**config.mk**
```make
export PLATFORM = sky130hd
export DESIGN_NAME = svm_mac
export DESIGN_NICKNAME = d
export VERILOG_FILES = /design/src/rtl/core/svm_pkg.sv /design/src/rtl/core/svm_mac.sv
export SDC_FILE = /design/constraint.sdc
export NUM_CORES = 1
export LEC_CHECK = 0
export BUFFER_PORTS_ARGS = -buffer_cell sky130_fd_sc_hd__buf_2
export CAP_MARGIN = 0
export CORE_ASPECT_RATIO = 1.4
export CORE_MARGIN = 10
export CORE_UTILIZATION = 55
export DETAILED_ROUTE_END_ITERATION = 7
export GPL_ROUTABILITY_DRIVEN = 1
export GPL_TIMING_DRIVEN = 0
export PLACE_DENSITY = 0.78
export SETUP_SLACK_MARGIN = 0.5
export SYNTH_ARGS = -nofsm -noshare
export SYNTH_HDL_FRONTEND = slang
export SYNTH_SLANG_ARGS = --single-unit
```
**constraint.sdc**
```tcl
create_clock -name clk -period 8.98 [get_ports clk]
set_clock_uncertainty 0.1 [all_clocks]
set_input_delay 1.347 -clock clk [delete_from_list [all_inputs] [get_ports clk]]
set_output_delay 1.347 -clock clk [all_outputs]
set_load 0.02 [all_outputs]
```
**src/rtl/core/svm_pkg.sv**
```systemverilog
`timescale 1ns / 1ps
// ----------------------------------------------------------------------------
// svm_pkg: shared types and constants of the voice mixer
// Mode codes, default sizes and the sequencer state type.
// ----------------------------------------------------------------------------
package svm_pkg;
	localparam int MAX_VOICES_D   = 16;
	localparam int NUM_SOUNDS_D   = 16;
	localparam int SAMPLE_WORDS_D = 65536;
	localparam int PERIOD_MAX_D   = 1024;

	localparam logic [1:0] MODE_LOAD    = 2'd0;
	localparam logic [1:0] MODE_DEFINE  = 2'd1;
	localparam logic [1:0] MODE_TRIGGER = 2'd2;
	localparam logic [1:0] MODE_MIX     = 2'd3;

	localparam logic [10:0] PERIOD_RESET = 11'd64;

	typedef enum logic [2:0] {
		ST_IDLE,
		ST_SCAN,
		ST_READ,
		ST_MAC,
		ST_ADV,
		ST_DONE
	} state_t;

	// per-cycle controls from the sequencer to the datapath
	typedef struct packed {
		logic clr;
		logic mac;
	} mac_ctl_t;
endpackage

```
**src/rtl/core/svm_mac.sv**
```systemverilog
`timescale 1ns / 1ps
// ----------------------------------------------------------------------------
// svm_mac: shared multiply-accumulate and output saturation
// One gain times sample product per cycle, while mac is set, into a wide accumulator.
// ----------------------------------------------------------------------------
module svm_mac (
	input  logic               clk,
	input  svm_pkg::mac_ctl_t  ctl,
	input  logic        [15:0] gain,
	input  logic signed [15:0] smp,
	output logic signed [15:0] result
);
	logic signed [39:0] acc_q;
	logic signed [32:0] prod;
	logic signed [25:0] q;

	assign prod = $signed({1'b0, gain}) * smp;

	always_ff @(posedge clk) begin
		if (ctl.clr)
			acc_q <= '0;
		else if (ctl.mac)
			acc_q <= acc_q + 40'(prod);
	end

	// arithmetic shift is floor, matching the rounding toward minus infinity
	assign q = 26'(acc_q >>> 14);

	always_comb begin
		if (q > 26'sd32767)
			result = 16'sh7fff;
		else if (q < -26'sd32768)
			result = -16'sh8000;
		else
			result = q[15:0];
	end
endmodule

```
Yosys cells after proc, flatten, opt, wreduce, memory -nomap -nowiden

Index checks and enable logic that the tools add are counted.

$lt $le $gt $ge: 2
Multiply operators: 1
Muxes and demuxes: 2
Add/subtract/negate cells: 1

Operators with widths:

| operator                                                     | number |
|---|---|
| adder 40 x 33 -> 40 bit                                      | 1 |
| multiplier 17 x 16 -> 33 bit                                 | 1 |
| two-way mux 16 bit                                           | 2 |
| > comparator 26 x 16 -> 1 bit, second input constant         | 1 |
| less-than comparator 26 x 16 -> 1 bit, second input constant | 1 |

Word-level logic and storage cells: 7
Register bits after elaboration: 40
Input bits: 35
Output and inout port bits: 16

Longest topological paths before layout

Depth in word-level cells: 3
Depth in mapped cells: 24
Depth with buffers taken out: 23

Worst setup path after synthesis

No wires, ideal clock.

Path type: in2reg
Start: input port gain[14]
End: register acc_q[38]
Stages on the path: 23
Required time: 8.792 ns
Library setup time: 0.088 ns
Path slack: 1.580 ns
Buffers on the path: 1
Data arrival time: 7.212 ns
Cells stage by stage: clkbuf_1 -> nand2_1 -> fa_1 -> inv_1 -> fa_1 -> inv_1 -> fa_1 -> inv_1 -> fa_1 -> fa_1 -> inv_1 -> fa_1 -> inv_1 -> ha_1 -> a21oi_1 -> and2b_2 -> a221o_1 -> a211o_1 -> a21oi_2 -> o21ba_2 -> o21ai_2 -> a21o_1 -> a311oi_2

Longest elaborated chain between the ends: 2

RTL lines:

| element                      | line          | RTL |
|---|---|---|
| start, declared              | svm_mac.sv:9  | `input logic [15:0] gain,` |
| multiplier 17 x 16 -> 33 bit | svm_mac.sv:17 | `assign prod = $signed({1'b0, gain}) * smp;` |
| adder 40 x 33 -> 40 bit      | svm_mac.sv:23 | `acc_q <= acc_q + 40'(prod);` |
| end signal, assigned         | svm_mac.sv:23 |  |
| end, declared                | svm_mac.sv:13 | `logic signed [39:0] acc_q;` |

No other way between the ends.
A chain may end at the register's enable or synchronous reset.

Final worst setup path

Start: input port smp[8]
End: register acc_q[39]

Longest elaborated chain between the ends: 2

RTL lines:

| element                      | line          | RTL |
|---|---|---|
| start, declared              | svm_mac.sv:10 | `input logic signed [15:0] smp,` |
| multiplier 17 x 16 -> 33 bit | svm_mac.sv:17 |  |
| adder 40 x 33 -> 40 bit      | svm_mac.sv:23 |  |

No other way between the ends.

==> impl_metrics.csv <==
group,metric,value,unit
synthesis,synth_edf_count,0,
final_layout,diodes,0,
setup_path,cp_slowest_stage_delay,560,ps
min_path,whs_endpoint,"acc_q[4]",
setup_path,start_kind,"input port",
floorplan,std_cell_rows,64,
sta,hold_viol_final,0,
sta,period_needed,8150,ps
drt,routed_via_density,5.49,
clocking,ctsHtreeMaxLevel,2,
sta,slew_violations,0,
synthesis,syn_nets,1789,
synthesis,synth_warnings,0,
setup_path,r2r-end,"acc_q[38]",
floorplan,coreArea,21800,sq um
final_layout,top_regs,"acc_q: 40 flops",
place,dp_hpwl,27400,microns
clocking,cts_tree,"built",
sta,tightestPinTransition,1420,ps
synthesis,ys_ff_latch,40,
global_route,grt_overflow,0,
drt,remaining_drc_errors,0,
setup_path,r2r_cells,19,
clocking,cts.clk_slew.worst_paths,60,ps
synthesis,async_flop_share,0,
sta,fin_hold_ws,405,ps
drt,first_iter_violations,618,
final_layout,largest_register,"acc_q",
floorplan,ioPinCount,51,
sta,period_share,0.907,
setup_path,crit_path_end_kind,"flop",
place,port_buffers,50,
global_route,antenna_found_initial,0,
drt,drt-pass1-iter-count,5,
drt,ant_nets,0,
clocking,clock_latency,290,ps
setup_path,arrival,8230,ps
drt,vias,9569,
min_path,holdPathStages,2,
setup_path,cp_num_buf_inv,7,
clocking,clockBufferDepth,2,
setup_path,startpoint,"smp[8]",
final_layout,drive_gt1_frac,0.0622,
global_route,grt_max_degree,14,
drt,totalWireLength,31900,microns
setup_path,worstPathMaxFanout,10,
clocking,clkSinkCount,40,
synthesis,yosysUniqueCellTypes,71,
setup_path,crit_type,"in2reg",
final_layout,area_delta_synth_final,6.40,%
setup_path,regToRegSetupSlack,3190,ps
sta,relSlewSlack,0.0415,
synthesis,yosysSeqAreaShare,0.0660,
sta,setup-violations-final,0,
setup_path,cp_slowest_cell,"fa_1",
sta,rsz0062_at_grt,"false",
synthesis,synth_top_area_frac,0.375,
floorplan,fp.dieH,196,microns
final_layout,nFillCells,1950,
status,status,"finished, final reports clean",
floorplan,fp.dieW,145,microns
clocking,cts_hold_buf,0,
setup_path,crit_chain,"buf_2 -> clkbuf_1 -> nand2_1 -> fa_1 -> inv_1 -> fa_1 -> inv_1 -> fa_1 -> inv_1 -> fa_1 -> fa_1 -> inv_1 -> fa_1 -> inv_1 -> ha_1 -> nand2_1 -> a211oi_1 -> o21ai_1 -> a2111oi_2 -> nor3_2 -> a21oi_2 -> a21oi_1 -> a211oi_1 -> mux2_2",
synthesis,synthFlopType,"dfxtp_1",
global_route,grt.total_usage,0.233,
min_path,hold_start,"acc_q[4]",
setup_path,crit_family,"adder cells",
sta,max_freq,0.123,GHz
global_route,first_global_vias,10400,
synthesis,synth_area_leaders,"fa_1 (37%), ha_1 (14%), inv_1 (10%), dfxtp_1 (6.6%), and2_1 (6.2%)",
setup_path,cp_common_cell,"fa_1",
final_layout,largest_reg_flops,40,
setup_path,rr_startpoint,"acc_q[15]",
clocking,root_buffer,"clkbuf_16",
place,place.gp.congestion,0.966,
sta,fin_tns_setup,0,ps
clocking,cts_buffers,5,
global_route,grt_first_pass_wirelength,53700,microns
final_layout,fin_nets,1846,
synthesis,syn_area,12100,sq um
floorplan,start_util,0.557,
job,drv_cap,0,
synthesis,avgSynthCellArea,8.73,sq um
synthesis,synthCells,1389,
drt,wl_per_cell,18.3,microns
min_path,hold_class,"reg2reg",
setup_path,crit_required,9060,ps
synthesis,yosys.area.top_type,"fa_1",
floorplan,die_area,28500,sq um
[layer usage]
metal | vias up | GRT usage | wire [microns] | share of wire
li1 | 4364 | - | - | -
met1 | 4770 | 0.268 | 12200 | 0.38
met2 | 323 | 0.409 | 16000 | 0.50
met3 | 112 | 0.0299 | 1610 | 0.051
met4 | 0 | 0.131 | 2010 | 0.063
met5 | - | 0 | 0 | 0
[kinds of logic (layout without fill, tap and decap cells)]
kind of cell | after synthesis | count (layout) | synth area share
AND/OR/NAND/NOR | 400 | 400 | 0.169
buffers and inverters | 389 | 446 | 0.125
adder cells (fa/ha/maj) | 365 | 365 | 0.517
AO/OA/AOI/OAI | 143 | 143 | 0.0827
flip-flops | 40 | 40 | 0.0660
multiplexers | 28 | 28 | 0.0232
XOR/XNOR | 24 | 24 | 0.0173
[area by class of cell]
| cell class | instances | area (sq um) | area share |
|---|---|---|---|
| multi-input combinational | 960 | 9810 | 0.761 |
| inverter | 334 | 1250 | 0.0972 |
| sequential | 40 | 801 | 0.0621 |
| tap | 297 | 372 | 0.0288 |
| buffer | 55 | 259 | 0.0201 |
| timing repair buffer | 50 | 250 | 0.0194 |
| clock buffer | 7 | 153 | 0.0118 |
[cells in the mapped netlist, types with 6 or more instances]
master    number
o21a_1        20
inv_1        334
nor2_1        52
ha_1         138
nand2_1      150
fa_1         227
a21o_1        18
a211oi_1       6
xnor2_1       17
dfxtp_1       40
o21ai_0       15
xor2_1         7
a21oi_1       38
nand2b_1      11
nand3_1       13
nand4_1        6
mux2i_1       27
and2_1       120
clkbuf_1      46
[worst register-to-register path, stage by stage (launching register included)]
cell	delay, ps
dfxtp_1	400
inv_1	80
fa_1	500
inv_1	50
fa_1	530
fa_1	440
fa_1	530
inv_1	70
fa_1	530
inv_1	40
ha_1	360
a21oi_1	160
and2b_2	230
a221o_1	360
a211o_1	310
a21oi_2	260
o21ba_2	250
o21ai_2	90
a21o_1	180
a311oi_2	260
[repair_timing]
action,in CTS,in global routing
gates resized for setup,0,2
endpoints found under the setup margin,0,1
buffers inserted,0,0
[worst max-delay path by stage]
stage | end | slack (ps) | cells after the start
floorplan | acc_q[38] | 1580 | 23
global placement | acc_q[39] | 620 | 24
detailed placement | acc_q[39] | 570 | 24
CTS | acc_q[39] | 810 | 24
global route | acc_q[39] | 500 | 24
finish | acc_q[39] | 830 | 24
[placed cells by master (no fill, tap or decap), types with 5 or more instances in the layout]
| cell type | n |
|---|---|
| mux2i_1 | 27 |
| nor3b_1 | 5 |
| nand3_1 | 13 |
| buf_2 | 51 |
| nand4_1 | 6 |
| o21a_1 | 20 |
| nor2_1 | 52 |
| clkbuf_1 | 45 |
| a211oi_1 | 6 |
| nand2_1 | 150 |
| o21ai_0 | 15 |
| clkbuf_8 | 6 |
| nand2b_1 | 11 |
| inv_1 | 334 |
| and3_1 | 5 |
| ha_1 | 138 |
| a31oi_1 | 5 |
| xnor2_1 | 17 |
| and2_1 | 120 |
| dfxtp_1 | 40 |
| nor3_1 | 5 |
| fa_1 | 227 |
| clkbuf_16 | 5 |
| a21oi_1 | 38 |
| a21o_1 | 18 |
| xor2_1 | 7 |
[metrics by stage]
step | instance area (sq um) | worst slack, ps | util | instances
after global routing | 12900 | 500 | 0.592 | 1743
after global placement | 12700 | 619 | 0.585 | 1736
after detailed placement | 12700 | 566 | 0.585 | 1736
after floorplan | 12100 | 1580 | - | 1389
after CTS | 12900 | 814 | 0.592 | 1743
final | 12900 | 831 | 0.592 | 1743
Power is left out: the tool's default activity adds up to more than one toggle a clock period on the data nets, which glitch-free logic cannot reach.
